<file path="config.mk">
export PLATFORM = sky130hd
export DESIGN_NAME = onewire_bus_master_top
export DESIGN_NICKNAME = d
export VERILOG_FILES = /design/src/design/owm_pkg.sv /design/src/design/onewire_bus_master_top.sv /design/src/design/owm_engine.sv
export SDC_FILE = /design/constraint.sdc
export NUM_CORES = 1
export LEC_CHECK = 0
export BUFFER_PORTS_ARGS = -buffer_cell sky130_fd_sc_hd__buf_2
export CAP_MARGIN = 20
export CELL_PAD_IN_SITES_DETAIL_PLACEMENT = 0
export CELL_PAD_IN_SITES_GLOBAL_PLACEMENT = 2
export CORE_MARGIN = 2
export CORE_UTILIZATION = 36
export CTS_CLUSTER_SIZE = 10
export DETAILED_ROUTE_END_ITERATION = 7
export PLACE_DENSITY_LB_ADDON = 0.1
export SLEW_MARGIN = 15
export SYNTH_ARGS = -nofsm -noshare
export SYNTH_HDL_FRONTEND = slang
export SYNTH_SLANG_ARGS = --single-unit
</file>
<file path="constraint.sdc">
create_clock -name clock -period 3.8 [get_ports clock]
set_input_delay 0.76 -clock clock [delete_from_list [all_inputs] [get_ports clock]]
set_output_delay 0.76 -clock clock [all_outputs]
set_load 0.02 [all_outputs]
</file>
<file path="src/design/owm_pkg.sv">
`timescale 1ns / 1ps
// Shared types, constants and register codes of the one-wire bus master.
package owm_pkg;

   // Width of every timing register.
   localparam int CFG_W = 12;
   // Default width of the phase timer.
   localparam int OWM_TIMER_BITS = 12;
   // Number of timing registers and width of their index.
   localparam int CFG_COUNT = 8;
   localparam int CFG_IDX_W = 3;

   // Byte width of the data shifted over the bus.
   localparam int BYTE_W = 8;

   // Register indexes on the configuration port.
   localparam logic [CFG_IDX_W-1:0] REG_RESET_LOW     = 3'd0;
   localparam logic [CFG_IDX_W-1:0] REG_PRESENCE_WAIT = 3'd1;
   localparam logic [CFG_IDX_W-1:0] REG_RESET_RECOV   = 3'd2;
   localparam logic [CFG_IDX_W-1:0] REG_SHORT_LOW     = 3'd3;
   localparam logic [CFG_IDX_W-1:0] REG_LONG_LOW      = 3'd4;
   localparam logic [CFG_IDX_W-1:0] REG_ZERO_RECOV    = 3'd5;
   localparam logic [CFG_IDX_W-1:0] REG_READ_SAMPLE   = 3'd6;
   localparam logic [CFG_IDX_W-1:0] REG_READ_RECOV    = 3'd7;

   // Reset values of the timing registers, in ticks.
   localparam logic [CFG_W-1:0] RST_RESET_LOW     = 12'd2000;
   localparam logic [CFG_W-1:0] RST_PRESENCE_WAIT = 12'd70;
   localparam logic [CFG_W-1:0] RST_RESET_RECOV   = 12'd500;
   localparam logic [CFG_W-1:0] RST_SHORT_LOW     = 12'd5;
   localparam logic [CFG_W-1:0] RST_LONG_LOW      = 12'd70;
   localparam logic [CFG_W-1:0] RST_ZERO_RECOV    = 12'd5;
   localparam logic [CFG_W-1:0] RST_READ_SAMPLE   = 12'd10;
   localparam logic [CFG_W-1:0] RST_READ_RECOV    = 12'd60;

   // Bus commands.
   localparam logic [1:0] CMD_RESET = 2'd0;
   localparam logic [1:0] CMD_WRITE = 2'd1;
   localparam logic [1:0] CMD_READ  = 2'd2;

   // All timing registers, handed to the phase engine as one group.
   typedef struct packed {
      logic [CFG_W-1:0] reset_low;
      logic [CFG_W-1:0] presence_wait;
      logic [CFG_W-1:0] reset_recov;
      logic [CFG_W-1:0] short_low;
      logic [CFG_W-1:0] long_low;
      logic [CFG_W-1:0] zero_recov;
      logic [CFG_W-1:0] read_sample;
      logic [CFG_W-1:0] read_recov;
   } cfg_type;

   // One tick request as seen by the phase engine.
   typedef struct packed {
      logic              command_valid;
      logic [1:0]        command;
      logic [BYTE_W-1:0] write_data;
      logic              line_level;
   } tick_type;

   // One tick result.
   typedef struct packed {
      logic [BYTE_W-1:0] read_data;
      logic              presence;
      logic              done_res;
      logic              busy_res;
      logic              line_release;
   } result_type;

endpackage

</file>
<file path="src/design/onewire_bus_master_top.sv">
`timescale 1ns / 1ps
// Top level of the one-wire bus master: stream ports, timing registers, pipeline.
//
// Each request on the req_ channel is one tick of about one microsecond. It
// carries the sampled bus level and an optional command (bus reset, write
// byte, read byte); a command is taken only while no operation runs.
// Every request yields exactly one response on the rsp_ channel with the
// open-drain release level, busy, a one-tick done pulse, the presence flag
// and the last byte read.
// Timing registers are written through csr_we / csr_index / csr_wdata and
// should only change while the master is idle.
// A request passes through the input register and one tick of combinational
// phase logic into the response register. Throughput is one request per
// cycle while the receiver does not stall, set by the combinational phase update.
// When the receiver stalls, the response register holds and the input
// register fills; req_tready drops only when both are full.
// A synchronous reset empties both registers, puts the phase engine in its
// idle phase and loads the default timing values.
module onewire_bus_master_top
   import owm_pkg::*;
#(
   parameter int TIMER_BITS = OWM_TIMER_BITS
) (
   input  logic                 clock,
   input  logic                 reset,
   // Request channel.
   input  logic                 req_tvalid,
   output logic                 req_tready,
   input  logic [15:0]          req_tdata,  // write_data[7:0], line_level[8], zeros
   input  logic [2:0]           req_tuser,  // command_valid[0], command[2:1]
   // Response channel.
   output logic                 rsp_tvalid,
   input  logic                 rsp_tready,
   output logic [15:0]          rsp_tdata,  // line_release[0], busy_res[1],
                                            // done_res[2], presence[3], read_data[11:4]
   // Configuration port.
   input  logic                 csr_we,
   input  logic [CFG_IDX_W-1:0] csr_index,
   input  logic [CFG_W-1:0]     csr_wdata
);

   logic       in_valid_ff;
   tick_type   in_tick_ff;
   logic       out_valid_ff;
   result_type out_result_ff;
   cfg_type    cfg_ff, cfg_in;
   result_type result;
   logic       advance;

   // A request in the input register moves on when the response slot frees.
   assign advance    = in_valid_ff && (!out_valid_ff || rsp_tready);
   assign req_tready = !in_valid_ff || advance;

   // Input register.
   always_ff @(posedge clock) begin
      if (reset) begin
         in_valid_ff <= 1'b0;
      end else if (req_tready) begin
         in_valid_ff <= req_tvalid;
      end
   end

   always_ff @(posedge clock) begin
      if (req_tready && req_tvalid) begin
         in_tick_ff.command_valid <= req_tuser[0];
         in_tick_ff.command       <= req_tuser[2:1];
         in_tick_ff.write_data    <= req_tdata[7:0];
         in_tick_ff.line_level    <= req_tdata[8];
      end
   end

   // Timing register writes.
   always_comb begin
      cfg_in = cfg_ff;
      if (csr_we) begin
         unique case (csr_index)
            REG_RESET_LOW:     cfg_in.reset_low     = csr_wdata;
            REG_PRESENCE_WAIT: cfg_in.presence_wait = csr_wdata;
            REG_RESET_RECOV:   cfg_in.reset_recov   = csr_wdata;
            REG_SHORT_LOW:     cfg_in.short_low     = csr_wdata;
            REG_LONG_LOW:      cfg_in.long_low      = csr_wdata;
            REG_ZERO_RECOV:    cfg_in.zero_recov    = csr_wdata;
            REG_READ_SAMPLE:   cfg_in.read_sample   = csr_wdata;
            REG_READ_RECOV:    cfg_in.read_recov    = csr_wdata;
            default:           cfg_in               = cfg_ff;
         endcase
      end
   end

   always_ff @(posedge clock) begin
      if (reset) begin
         cfg_ff.reset_low     <= RST_RESET_LOW;
         cfg_ff.presence_wait <= RST_PRESENCE_WAIT;
         cfg_ff.reset_recov   <= RST_RESET_RECOV;
         cfg_ff.short_low     <= RST_SHORT_LOW;
         cfg_ff.long_low      <= RST_LONG_LOW;
         cfg_ff.zero_recov    <= RST_ZERO_RECOV;
         cfg_ff.read_sample   <= RST_READ_SAMPLE;
         cfg_ff.read_recov    <= RST_READ_RECOV;
      end else begin
         cfg_ff <= cfg_in;
      end
   end

   // Phase engine runs one tick per advancing request.
   owm_engine #(
      .TIMER_BITS (TIMER_BITS)
   ) u_engine (
      .clock  (clock),
      .reset  (reset),
      .step   (advance),
      .cfg    (cfg_ff),
      .tick   (in_tick_ff),
      .result (result)
   );

   // Response register.
   always_ff @(posedge clock) begin
      if (reset) begin
         out_valid_ff <= 1'b0;
      end else if (advance) begin
         out_valid_ff <= 1'b1;
      end else if (rsp_tready) begin
         out_valid_ff <= 1'b0;
      end
   end

   always_ff @(posedge clock) begin
      if (advance) begin
         out_result_ff <= result;
      end
   end

   assign rsp_tvalid = out_valid_ff;
   assign rsp_tdata  = {4'b0000, out_result_ff.read_data, out_result_ff.presence,
                        out_result_ff.done_res, out_result_ff.busy_res,
                        out_result_ff.line_release};

   // A finishing tick never reports the master as still busy.
   assert property (@(posedge clock) disable iff (reset)
      rsp_tvalid && rsp_tdata[2] |-> !rsp_tdata[1])
      else $error("done and busy both set in one response");

   // A processed request always shows up in the response register next cycle.
   assert property (@(posedge clock) disable iff (reset)
      advance |=> rsp_tvalid)
      else $error("processed request produced no response");

   // An idle tick leaves the bus released.
   assert property (@(posedge clock) disable iff (reset)
      rsp_tvalid && !rsp_tdata[1] && !rsp_tdata[2] |-> rsp_tdata[0])
      else $error("bus driven low while idle");

endmodule

</file>
<file path="src/design/owm_engine.sv">
`timescale 1ns / 1ps
// Phase engine of the one-wire bus master: state registers and one tick of work.
module owm_engine
   import owm_pkg::*;
#(
   parameter int TIMER_BITS = OWM_TIMER_BITS
) (
   input  logic       clock,
   input  logic       reset,
   input  logic       step,
   input  cfg_type    cfg,
   input  tick_type   tick,
   output result_type result
);

   typedef enum logic [9:0] {
      PH_IDLE     = 10'b00_0000_0001,
      PH_RST_PRE  = 10'b00_0000_0010,
      PH_RST_LOW  = 10'b00_0000_0100,
      PH_RST_WAIT = 10'b00_0000_1000,
      PH_RST_REC  = 10'b00_0001_0000,
      PH_WR_LOW   = 10'b00_0010_0000,
      PH_WR_REL   = 10'b00_0100_0000,
      PH_RD_LOW   = 10'b00_1000_0000,
      PH_RD_WAIT  = 10'b01_0000_0000,
      PH_RD_REC   = 10'b10_0000_0000
   } phase_type;

   // Compare width wide enough for both a register value and the timer limit.
   localparam int CW = (TIMER_BITS > CFG_W) ? TIMER_BITS : CFG_W;
   localparam logic [CW-1:0] TMAX = CW'((1 << TIMER_BITS) - 1);
   localparam logic [2:0] LAST_BIT = 3'd7;

   phase_type              phase_ff, phase_in;
   logic [TIMER_BITS-1:0]  timer_ff, timer_in;
   logic [2:0]             bit_ff, bit_in;
   logic [BYTE_W-1:0]      shift_ff, shift_in;
   logic                   presence_ff, presence_in;
   logic [BYTE_W-1:0]      rdata_ff, rdata_in;
   logic                   release_c, done_c;

   // A zero count acts as one tick; a count beyond the timer saturates.
   function automatic logic [TIMER_BITS-1:0] sat_len(input logic [CFG_W-1:0] v);
      logic [CW-1:0] w;
      w = CW'(v);
      if (w == '0) w = CW'(1);
      if (w > TMAX) w = TMAX;
      return TIMER_BITS'(w);
   endfunction

   // One tick: take a command when idle, then run the current phase.
   always_comb begin
      phase_in    = phase_ff;
      timer_in    = timer_ff;
      bit_in      = bit_ff;
      shift_in    = shift_ff;
      presence_in = presence_ff;
      rdata_in    = rdata_ff;
      release_c   = 1'b1;
      done_c      = 1'b0;

      if (phase_ff == PH_IDLE && tick.command_valid) begin
         unique case (tick.command)
            CMD_RESET: begin
               bit_in   = '0;
               shift_in = '0;
               phase_in = PH_RST_PRE;
               timer_in = sat_len(cfg.short_low);
            end
            CMD_WRITE: begin
               bit_in   = '0;
               shift_in = tick.write_data;
               phase_in = PH_WR_LOW;
               timer_in = sat_len(tick.write_data[0] ? cfg.short_low : cfg.long_low);
            end
            CMD_READ: begin
               bit_in   = '0;
               shift_in = '0;
               phase_in = PH_RD_LOW;
               timer_in = sat_len(cfg.short_low);
            end
            default: begin
               // Unknown command is ignored.
            end
         endcase
      end

      if (phase_in != PH_IDLE) begin
         release_c = !(phase_in == PH_RST_LOW || phase_in == PH_WR_LOW ||
                       phase_in == PH_RD_LOW);
         if (timer_in > TIMER_BITS'(1)) begin
            timer_in = timer_in - TIMER_BITS'(1);
         end else begin
            unique case (phase_in)
               PH_RST_PRE: begin
                  phase_in = PH_RST_LOW;
                  timer_in = sat_len(cfg.reset_low);
               end
               PH_RST_LOW: begin
                  phase_in = PH_RST_WAIT;
                  timer_in = sat_len(cfg.presence_wait);
               end
               PH_RST_WAIT: begin
                  presence_in = !tick.line_level;
                  phase_in    = PH_RST_REC;
                  timer_in    = sat_len(cfg.reset_recov);
               end
               PH_RST_REC: begin
                  done_c = 1'b1;
               end
               PH_WR_LOW: begin
                  phase_in = PH_WR_REL;
                  timer_in = sat_len(shift_in[0] ? cfg.long_low : cfg.zero_recov);
               end
               PH_WR_REL: begin
                  shift_in = {1'b0, shift_in[BYTE_W-1:1]};
                  if (bit_in == LAST_BIT) begin
                     done_c = 1'b1;
                  end else begin
                     bit_in   = bit_in + 3'd1;
                     phase_in = PH_WR_LOW;
                     timer_in = sat_len(shift_in[0] ? cfg.short_low : cfg.long_low);
                  end
               end
               PH_RD_LOW: begin
                  phase_in = PH_RD_WAIT;
                  timer_in = sat_len(cfg.read_sample);
               end
               PH_RD_WAIT: begin
                  shift_in = {tick.line_level, shift_in[BYTE_W-1:1]};
                  phase_in = PH_RD_REC;
                  timer_in = sat_len(cfg.read_recov);
               end
               PH_RD_REC: begin
                  if (bit_in == LAST_BIT) begin
                     rdata_in = shift_in;
                     done_c   = 1'b1;
                  end else begin
                     bit_in   = bit_in + 3'd1;
                     phase_in = PH_RD_LOW;
                     timer_in = sat_len(cfg.short_low);
                  end
               end
               default: begin
                  done_c = 1'b1;
               end
            endcase
            if (done_c) begin
               phase_in = PH_IDLE;
               timer_in = '0;
            end
         end
      end
   end

   // Result fields of this tick.
   always_comb begin
      result.line_release = release_c;
      result.busy_res     = (phase_in != PH_IDLE);
      result.done_res     = done_c;
      result.presence     = presence_in;
      result.read_data    = rdata_in;
   end

   // State advances only on ticks that are actually processed.
   always_ff @(posedge clock) begin
      if (reset) begin
         phase_ff    <= PH_IDLE;
         timer_ff    <= '0;
         bit_ff      <= '0;
         shift_ff    <= '0;
         presence_ff <= 1'b0;
         rdata_ff    <= '0;
      end else if (step) begin
         phase_ff    <= phase_in;
         timer_ff    <= timer_in;
         bit_ff      <= bit_in;
         shift_ff    <= shift_in;
         presence_ff <= presence_in;
         rdata_ff    <= rdata_in;
      end
   end

endmodule

</file>
### Yosys cells after proc, flatten, opt, wreduce, memory -nomap -nowiden

Index checks and enable logic that the tools add are counted.

* $add $sub $neg: 2
* order comparisons: 12
* eq/ne operators: 21
* mux-type cells: 95
* bitwise operators: 1
* reduce and logical (&&, ||, !) cells: 36

Operators with widths (count)
* 12-bit two-way mux: 61
* 12-bit > comparator (second input constant): 11
* 12-bit logical NOT: 9
* 12-bit case mux with 8 select lines: 1
* 10-bit case mux with 8 select lines: 1
* 10-bit two-way mux: 6
* 8-bit two-way mux: 7
* 12-bit case mux with 3 select lines: 1
* 8-bit case mux with 2 select lines: 2
* 10-bit case mux with 3 select lines: 1
* 10-bit by 1-bit != test with 1-bit output (second input constant): 2
* 3-bit two-way mux: 6
* 2-bit AND reduction: 8
* 3-bit equality test (second input constant): 5
* 12-bit by 1-bit > comparator with 1-bit output (second input constant): 1
* 12-bit by 1-bit subtractor with 12-bit output (second input constant): 1
* 10-bit by 1-bit equality test with 1-bit output (second input constant): 1
* 10-bit equality test (second input constant): 1
* 10-bit by 2-bit equality test with 1-bit output (second input constant): 1
* 10-bit by 3-bit equality test with 1-bit output (second input constant): 1
* 10-bit by 4-bit equality test with 1-bit output (second input constant): 1
* 10-bit by 6-bit equality test with 1-bit output (second input constant): 1
* 10-bit by 7-bit equality test with 1-bit output (second input constant): 1
* 10-bit by 8-bit equality test with 1-bit output (second input constant): 1
* other kinds (18): 36

* register bits after elaboration: 164
* bits of input ports: 39
* output and inout port bits: 18
* logic and storage cells: 192

### Logic depth before layout (Yosys ltp)

Gate-level depths: netlist of the first run.

* word-level depth: 19
* mapped depth: 16
* gate-level depth less buffers: 11

### Cells and area by module

Synthesis of the first run repeated with hierarchy kept, for this count alone.

* cell total of the unflattened synthesis: 1026
* area, all modules: 9430.3 sq um

By module, submodules not included
* owm_engine: times used 1, cells each 635, area an instance 4728.3 sq um, sequential area each 840.8 sq um
* onewire_bus_master_top: times used 1, cells each 391, area an instance 4702.0 sq um, sequential area each 2682.6 sq um

### Worst setup path after synthesis of the first run

OpenSTA, ideal clock, no wires.

* path type: register to register
* start point: register u_engine.phase_ff[2]
* end point: register out_result_ff, in the netlist rsp_tdata[1] (data pin)
* setup time: 0.270 ns
* arrival: 3.064 ns
* data required time: 3.530 ns
* setup slack: 0.467 ns
* cell stages (with the launch flop): 13
* path buffers: 2
* period minus slack after synthesis: 3.333 ns
* path through: dfxtp_1 -> clkbuf_1 -> or4_1 -> a2111oi_4 -> a22o_1 -> a21oi_1 -> ha_1 -> o211ai_4 -> or4_1 -> buf_4 -> nor2_1 -> a2111oi_0 -> o21ai_0

RTL lines
* from (decl): line owm_engine.sv:34 `phase_type phase_ff, phase_in;`
* from (signal assigned): line owm_engine.sv:175 `phase_ff <= phase_in;`
* to (signal assigned): line onewire_bus_master_top.sv:130 `out_result_ff <= result;`
* to (decl): line onewire_bus_master_top.sv:45 `result_type out_result_ff;`

==> results of run 1 <==
-- Yosys cell counts (8+ instances only) --
cell / number
a22o_1: 17
nand3_1: 33
nand2b_1: 11
dfxtp_1: 140
mux2_2: 8
o21ai_0: 34
nor3_1: 27
a22oi_1: 17
clkbuf_2: 8
a211oi_1: 18
nand3b_1: 32
clkbuf_1: 54
nand2_1: 272
nor2_1: 55
buf_2: 10
a21oi_1: 117
buf_4: 9
nor4_1: 29
mux2i_1: 14
and3_1: 8
edfxtp_1: 24
-- kinds of logic after synthesis --
family / share of synthesized area, %
AO/OA/AOI/OAI: 21.2
XOR/XNOR: 0.307
adder cells (fa/ha/maj): 0.439
buffers and inverters: 4.87
flip-flops: 41.2
multiplexers: 2.69
other: 0.0439
AND/OR/NAND/NOR: 29.2
-- power by group through the flow --
stage	combinational, W	sequential, W	clock, W
2_1_floorplan	0.000398	0.00189	0
3_3_place_gp	0.000620	0.00190	0
3_5_place_dp	0.000620	0.00190	0
4_1_cts	0.000622	0.00186	0.00183
5_1_grt	0.000681	0.00187	0.00188
6_report	0.000622	0.00186	0.00179
-- flip-flops by register name (all words and copies together) (netlist names), 3 cells and up --
name	flops
cfg_ff	96
in_tick_ff	12
rsp_tdata	12
u_engine.bit_ff	3
u_engine.phase_ff	10
u_engine.rdata_ff	8
u_engine.shift_ff	8
u_engine.timer_ff	12
-- cells in the final DEF (no fill, tap or decap), types with 4 or more instances in the layout --
master / synthesis / final
nor4_4: 4 / 4
a41oi_1: 4 / 4
o2111ai_1: 4 / 4
nand3b_1: 32 / 32
and3_1: 8 / 8
nand3_1: 33 / 33
inv_1: 6 / 6
or4_1: 4 / 4
nor2_1: 55 / 54
a221o_1: 7 / 7
clkinv_8: 0 / 4
a32oi_1: 7 / 7
o21ai_0: 34 / 34
inv_6: 0 / 4
nor4_2: 1 / 5
nor2b_1: 7 / 7
a21oi_1: 117 / 117
edfxtp_1: 24 / 24
buf_2: 10 / 44
a22oi_1: 17 / 17
dfxtp_1: 140 / 140
a311oi_1: 4 / 4
nand4_1: 7 / 7
or3_1: 6 / 6
conb_1: 1 / 4
nor4_1: 29 / 25
or2_2: 4 / 4
clkbuf_16: 0 / 18
a22o_1: 17 / 17
buf_4: 9 / 64
and2_1: 5 / 5
o211ai_1: 5 / 5
a211oi_1: 18 / 18
mux2_2: 8 / 8
nand2b_1: 11 / 11
nand2_1: 272 / 272
mux2i_1: 14 / 14
nor3_1: 27 / 27
-- routing by layer --
| metal | share of wire [%] | vias to the layer above | track usage, % |
|---|---|---|---|
| met5 | 0 | - | 0 |
| met4 | 1.7 | 0 | 5.96 |
| met3 | 4.9 | 35 | 3.97 |
| met2 | 48 | 222 | 41.2 |
| met1 | 45 | 3808 | 34.0 |
| li1 | - | 3947 | - |
-- final cells by class --
type | instances | area, sq um | area share (%)
multi-input combinational | 820 | 4650 | 46.7
inverter | 7 | 26.3 | 0.264
tap | 319 | 399 | 4.01
clock buffer | 18 | 450 | 4.53
sequential | 164 | 3520 | 35.4
clock inverter | 14 | 156 | 1.57
timing repair buffer | 110 | 741 | 7.45
-- metrics by stage --
step / setup slack [ns] / hold slack, ns / utilization, %
final: 0.254 / 0.456 / 42.5
after global routing: 0.00490 / 0.481 / 42.5
after CTS: 0.165 / 0.457 / 42.4
after detailed placement: 0.195 / 0.447 / 39.8
after global placement: 0.223 / 0.442 / 39.8
after floorplan: 0.467 / 0.432 / -
-- final timing paths --
kind | to | cells past startpoint | from
worst min register to register | u_engine.shift_ff[3] | 2 | u_engine.shift_ff[3]
worst min-delay path | u_engine.shift_ff[3] | 2 | u_engine.shift_ff[3]
worst max register to register | rsp_tdata[1] | 11 | in_tick_ff[9]
worst max-delay path | rsp_tdata[1] | 11 | in_tick_ff[9]
-- worst max-delay path, cell delays in order (launching register included) --
cell and delay [ns]:
edfxtp_1 0.60, or4b_4 0.56, nor4_4 0.37, a22o_1 0.20, a21oi_1 0.08, ha_1 0.25
o211ai_4 0.30, or4_1 0.19, buf_4 0.15, nor2_1 0.08, a2111oi_0 0.33, o21ai_0 0.17
-- timing repair --
item	in CTS	in global routing
endpoints found under the setup margin	0	6
buffers inserted	0	1
resized for setup	0	2
==> reports/results.ini, run 1 <==
[global_route]
grt.total_usage_pct = 24.9
antenna_found_initial = 0
gr-total-overflow = 0
grt_max_degree = 75
grt_first_pass_wirelength_um = 46700
grt_pass1_vias = 7537

[finish]
nFillCells = 2465
nets = 1162
postLayoutCellArea_sq_um = 9940
areaGrowthSynthToFinish_pct = 16.4
drive_gt1_share_pct = 16.3
fin_cells = 1452
num_antenna_cells = 0

[synthesis]
yosys_most_used_dff = dfxtp_1
ys_seq_area_share_pct = 41.2
synth_top_area_cell = dfxtp_1
netlist_area_sq_um = 8550
yosys_warnings = 0
syn_inst = 1075
ys_async_sr_fraction_pct = 0
avgSynthCellArea_sq_um = 7.95
ys_seq_elements = 164
netlist_top_cells_area = dfxtp_1, nand2_1, edfxtp_1, a21oi_1, nand3b_1
synth.distinct_cells = 74
yosys.area.top_type_share_pct = 32.8
synth_edf_count = 24

[timing]
grt_setup_unrepaired = no
drv_slew = 0
fin_crit_ns = 3.55
setup_tns_ns = 0
post-route-period-util_pct = 93.3
slew_headroom_pct = 37.1
timing_worst_slew_pin_value_ns = 0.940
hold_viol = 0
finClkSkew_ns = 0.0190
setup_violations = 0
max_freq_ghz = 0.282

[setup_path]
start_kind = register
crit_type = register to register
cp.required_ns = 3.96
end_kind = register
crit_arrival_ns = 3.71
rrSetupSlack_ns = 0.25
crit_fanout = 11

[clock_tree]
clockBufferDepth = 2
ctsHoldBuffers = 0
root_buffer = clkbuf_16
clkLatencyLatePin_ns = 0.44
tritoncts = yes
cts_buffers = 17
path_clk_slew_ns = 0.07
cts.sinks = 164
cts.htree.levels = 4

[die]
fp.dieW_um = 158
die_h_um = 158
dieArea_sq_um = 25000
coreArea_sq_um = 23400
start_util_pct = 36.5
io_pins = 57
rows = 56

[job]
drv_cap = 0

[route]
vias = 8012
drt-initial-drc-count = 700
drc = 0
wirelength_um = 30300
drt-pass1-iter-count = 8
wire_per_inst_um = 20.9
drtAntennaViolNets = 0
via_per_inst = 5.52

[pwr]
powerDensity_nw_per_um2 = 429
pwr-share-seq_pct = 43.5
finalPower_w = 0.00427
internal_power_w = 0.00296
ir_drop_v = 0.000338
p_sw_w = 0.00131
p_sw_share_pct = 30.7
p_leak_nw = 3.61
clock_power_share_pct = 41.9
p_comb_share_pct = 14.6

[worst_hold_path]
holdCritPathClass = register to register

[placement]
dp_hpwl_um = 21700
placedInstanceArea_sq_um = 9330
post-place-cells = 1419
port_buffers = 45
place_congestion = 0.882

[outcome]
status = complete, no violations

Power figures use the tool's default switching activity.
==> inputs of run 2 (changes only) <==
- BUFFER_PORTS_ARGS: -buffer_cell sky130_fd_sc_hd__buf_2 -> -buffer_cell sky130_fd_sc_hd__clkbuf_2
- CORE_UTILIZATION: 36 -> 34
==> reports/results.ini, run 2 (synthesis gave the netlist of run 1 again) <==
[route]
drt-initial-drc-count = 584
wire_per_inst_um = 21.0
wirelength_um = 30800
drc = 0
vias = 7975
drtAntennaViolNets = 0
via_per_inst = 5.43
drt-pass1-iter-count = 5

[job]
drv_cap = 0

[global_route]
busiest_layer = met2
met1_usage_pct = 32.4
grt_pass1_vias = 7721
grt_first_pass_wirelength_um = 47900
use_met3_pct = 3.11
met2_usage_pct = 40.2
grt.total_usage_pct = 23.9
antenna_found_initial = 0
grt_max_degree = 78
gr-total-overflow = 0

[finish]
nets = 1167
top_register = cfg_ff
num_antenna_cells = 0
layout_common_cells = nand2_1, dfxtp_1, a21oi_1, buf_4, nor2_1
utilization_pct = 40.0
areaGrowthSynthToFinish_pct = 16.7
largest_register_ffs = 96
drive_gt1_share_pct = 16.4
final_common_cell = nand2_1

[placement]
preCtsSetupSlack_ns = 0.186
dp_hpwl_um = 22200
port_buffers = 45
place_congestion = 0.861

[timing]
hold_ws_ns = 0.451
hold_viol = 0
post-route-period-util_pct = 94.6
finClkSkew_ns = 0.0155
setup_violations = 0
timing_worst_slew_pin_value_ns = 0.986
drv_slew = 0
max_freq_ghz = 0.278
slew_headroom_pct = 34.0
fin_crit_ns = 3.60
setup_slack_ns = 0.205
grt_setup_unrepaired = yes

[die]
start_util_pct = 34.2
fp.dieW_um = 163
die_h_um = 163
rows = 58
coreArea_sq_um = 25000
io_pins = 57
dieArea_sq_um = 26400

[clock_tree]
post_cts_buffers = 0
clkLatencyLatePin_ns = 0.44
clockBufferDepth = 2
cts.htree.levels = 4
cts.sinks = 164
tritoncts = yes
cts_buffers = 17
root_buffer = clkbuf_16
path_clk_slew_ns = 0.07
ctsHoldBuffers = 0

[setup_path]
start_kind = register
crit_arrival_ns = 3.93
crit_fanout = 9
slowest_stage = or4_1
crit_path_frequent_cell = nor2_1
crit_chain = or4_1, nor2_1, nand3_1, o21a_1, inv_1, ha_1, o211ai_4, or4_1, nor2_1, nor2_1, a2111oi_2
end_kind = register
critPathMaxStageDelay_ns = 0.68
cp.required_ns = 4.13
crit_type = register to register

[outcome]
status = complete, no violations

[pwr]
powerDensity_nw_per_um2 = 422
p_leak_nw = 3.64
ir_drop_v = 0.000241

[worst_hold_path]
holdCritPathClass = register to register

run 2: cell count changes in the layout (fill, tap and decap cells not counted), sizes merged:
cell,change
clkbuf,+45
buf,-39
clkinv,-4
clkinvlp,+1
bufinv,+1
inv,+1
run 2: cell type report:
| type | instances | area (sq um) |
|---|---|---|
| Sequential cell | 164 | 3520 |
| Fill cell | 2649 | 15000 |
| Multi-Input combinational cell | 820 | 4640 |
| Timing Repair Buffer | 115 | 791 |
| Clock inverter | 13 | 135 |
| Clock buffer | 19 | 443 |
| Inverter | 7 | 26.3 |
| Tap cell | 330 | 413 |
run 2: path summary, 6_finish.rpt:
check / start / end / slack [ns] / cells after the start
worst min register to register: u_engine.shift_ff[6] / u_engine.shift_ff[6] / 0.45 / 2
worst max-delay path: u_engine.phase_ff[1] / u_engine.phase_ff[7] / 0.20 / 11
worst max register to register: u_engine.phase_ff[1] / u_engine.phase_ff[7] / 0.20 / 11
worst min-delay path: u_engine.shift_ff[6] / u_engine.shift_ff[6] / 0.45 / 2
run 2: layer usage:
layer  wire (um)  up-vias
met5           0        -
met4         427        0
met3        1100       23
met2       15000      165
met1       14200     3830
li1            -     3957
run 2: critical path, delay by kind of cell (launching register included):
| family | cells | cell delay, ns |
|---|---|---|
| and+or+nand+nor | 6 | 2.06 |
| AOI/OAI and AO/OA | 3 | 0.72 |
| DFF | 1 | 0.38 |
| adders and majority gates | 1 | 0.21 |
| buffers and inverters | 1 | 0.13 |
run 2: per-stage QoR:
step	setup TNS [ns]	instance area, sq um	std cells	total power, W
finish	0	9970	1468	0.00421
global route	-0.247	9970	1468	0.00438
CTS	0	9970	1468	0.00426
detailed placement	0	9400	1436	0.00252
global placement	0	9400	1436	0.00252
floorplan	0	8560	1078	0.00229
run 2: timing repair:
item                                    CTS  global route
gates resized for setup                   0             0
hold endpoints to repair                  0             0
endpoints found under the setup margin    0             7
run 2: power breakdown:
part,internal (W),switching (W)
clock,0.000942,0.000785
sequential,0.00182,0.0000399
combinational,0.000223,0.000402
==> inputs of run 3 (changes only) <==
- CORE_ASPECT_RATIO: default -> 1.1
- CORE_UTILIZATION: 34 -> 36
==> reports/results.ini, run 3 (synthesis gave the netlist of run 1 again) <==
[outcome]
status = complete, no violations

[finish]
layout_common_cells = nand2_1, dfxtp_1, a21oi_1, buf_4, nor2_1
top_register = cfg_ff
nFillCells = 2468
num_antenna_cells = 0
largest_register_ffs = 96
final_common_cell = nand2_1
areaGrowthSynthToFinish_pct = 16.7
utilization_pct = 42.5
drive_gt1_share_pct = 17.1
nets = 1171

[global_route]
gr-total-overflow = 0
grt_max_degree = 77
met2_usage_pct = 42.8
grt_pass1_vias = 7872
antenna_found_initial = 0
use_met3_pct = 2.81
grt_first_pass_wirelength_um = 47800
met1_usage_pct = 33.4
grt.total_usage_pct = 25.0
busiest_layer = met2

[setup_path]
crit_path_frequent_cell = nor4_4
end_kind = register
critPathMaxStageDelay_ns = 0.75
r2r_cells = 10
r2r-start = u_engine.phase_ff[6]
crit_path_end = rsp_tdata[6]
start_kind = register
crit_type = register to register
rrSetupSlack_ns = 0.25
crit_fanout = 16
worst-path-stages = 10
crit_buf_inv = 1
r2r_end = rsp_tdata[6]
crit_arrival_ns = 3.70
slowest_stage = nor4_4
crit_chain = or3_1, nor4_4, a22o_1, a21oi_2, ha_1, o211ai_4, buf_4, nor4_4, nand3_1, o21ai_0
crit_family = simple AND/OR/NAND/NOR gates
critPathLaunch = u_engine.phase_ff[6]
cp.required_ns = 3.95

[clock_tree]
root_buffer = clkbuf_16
ctsHoldBuffers = 0
clockBufferDepth = 2
cts.sinks = 164
cts_buffers = 17
tritoncts = yes
cts.htree.levels = 4
clkLatencyLatePin_ns = 0.44
path_clk_slew_ns = 0.07

[pwr]
ir_drop_v = 0.000226
p_leak_nw = 3.65
powerDensity_nw_per_um2 = 428

[die]
start_util_pct = 36.4
rows = 59
fp.dieW_um = 151
io_pins = 57
dieArea_sq_um = 25000
die_h_um = 166
coreArea_sq_um = 23500

[route]
wire_per_inst_um = 21.2
wirelength_um = 30700
drt-pass1-iter-count = 5
drtAntennaViolNets = 0
via_per_inst = 5.55
vias = 8027
drc = 0
drt-initial-drc-count = 547

[timing]
max_freq_ghz = 0.282
fin_crit_ns = 3.55
drv_slew = 0
slew_headroom_pct = 33.5
setup_violations = 0
setup_tns_ns = 0
hold_viol = 0
post-route-period-util_pct = 93.3
finClkSkew_ns = 0.0136
grt_setup_unrepaired = no
timing_worst_slew_pin_value_ns = 0.988

[placement]
dp_hpwl_um = 22100
place_congestion = 0.863
port_buffers = 45

[worst_hold_path]
holdCritPathClass = register to register

[job]
drv_cap = 0

run 3: changes by cell type in the layout (fill, tap and decap cells not counted), sizes merged:
cell / previous run / this run
clkinvlp: 1 / 2
buf: 71 / 75
clkinv: 4 / 3
run 3: area by class of cell:
| type | instances | area [sq um] | area share (%) |
|---|---|---|---|
| multi-input cells | 820 | 4660 | 46.7 |
| flip-flops and latches | 164 | 3520 | 35.3 |
| repair buffers | 119 | 808 | 8.10 |
| clock buffers | 19 | 443 | 4.44 |
| well taps | 305 | 382 | 3.82 |
| clock inverters | 13 | 138 | 1.38 |
| inverters | 7 | 26.3 | 0.263 |
run 3: per-stage QoR:
step / cells / power, W / instance area (sq um) / hold WS [ns] / worst slack (ns)
global route: 1447 / 0.00443 / 9980 / 0.464 / 0.00469
detailed placement: 1412 / 0.00253 / 9370 / 0.447 / 0.0582
global placement: 1412 / 0.00253 / 9370 / 0.442 / 0.0914
CTS: 1444 / 0.00430 / 9950 / 0.456 / 0.0452
finish: 1447 / 0.00427 / 9980 / 0.456 / 0.254
floorplan: 1078 / 0.00229 / 8560 / 0.432 / 0.467
run 3: worst min path at each step:
| stage | to | startpoint | cells after the start |
|---|---|---|---|
| 3_5_place_dp | u_engine.shift_ff[3] | u_engine.shift_ff[3] | 2 |
| 4_1_cts | u_engine.shift_ff[3] | u_engine.shift_ff[3] | 2 |
| 2_1_floorplan | u_engine.shift_ff[2] | u_engine.shift_ff[2] | 2 |
| 6_report | cfg_ff[72] | cfg_ff[72] | 2 |
| 3_3_place_gp | u_engine.shift_ff[5] | u_engine.shift_ff[5] | 2 |
| 5_1_grt | u_engine.shift_ff[5] | u_engine.shift_ff[5] | 2 |
run 3: power breakdown:
part           leakage, nW  switching [W]  total (W)  internal [W]
clock                0.280       0.000825    0.00177      0.000945
sequential            1.36      0.0000422    0.00186       0.00182
combinational         2.01       0.000408   0.000644      0.000236
total                 3.65        0.00127    0.00427       0.00300
run 3: worst reg2reg max path, stage by stage (launching register included):
cell and delay (ns):
dfxtp_1 0.39, or3_1 0.52, nor4_4 0.75, a22o_1 0.26, a21oi_2 0.08, ha_1 0.28
o211ai_4 0.20, buf_4 0.18, nor4_4 0.04, nand3_1 0.41, o21ai_0 0.18
run 3: what timing repair did:
action	CTS	global route
resized for setup	0	3
buffers inserted	0	3
endpoints found under the setup margin	0	28
run 3: per-layer routing:
| metal | share of wire [%] | vias up |
|---|---|---|
| li1 | - | 3973 |
| met1 | 45 | 3860 |
| met2 | 50 | 160 |
| met3 | 3.2 | 34 |
| met4 | 1.6 | 0 |
| met5 | 0 | - |
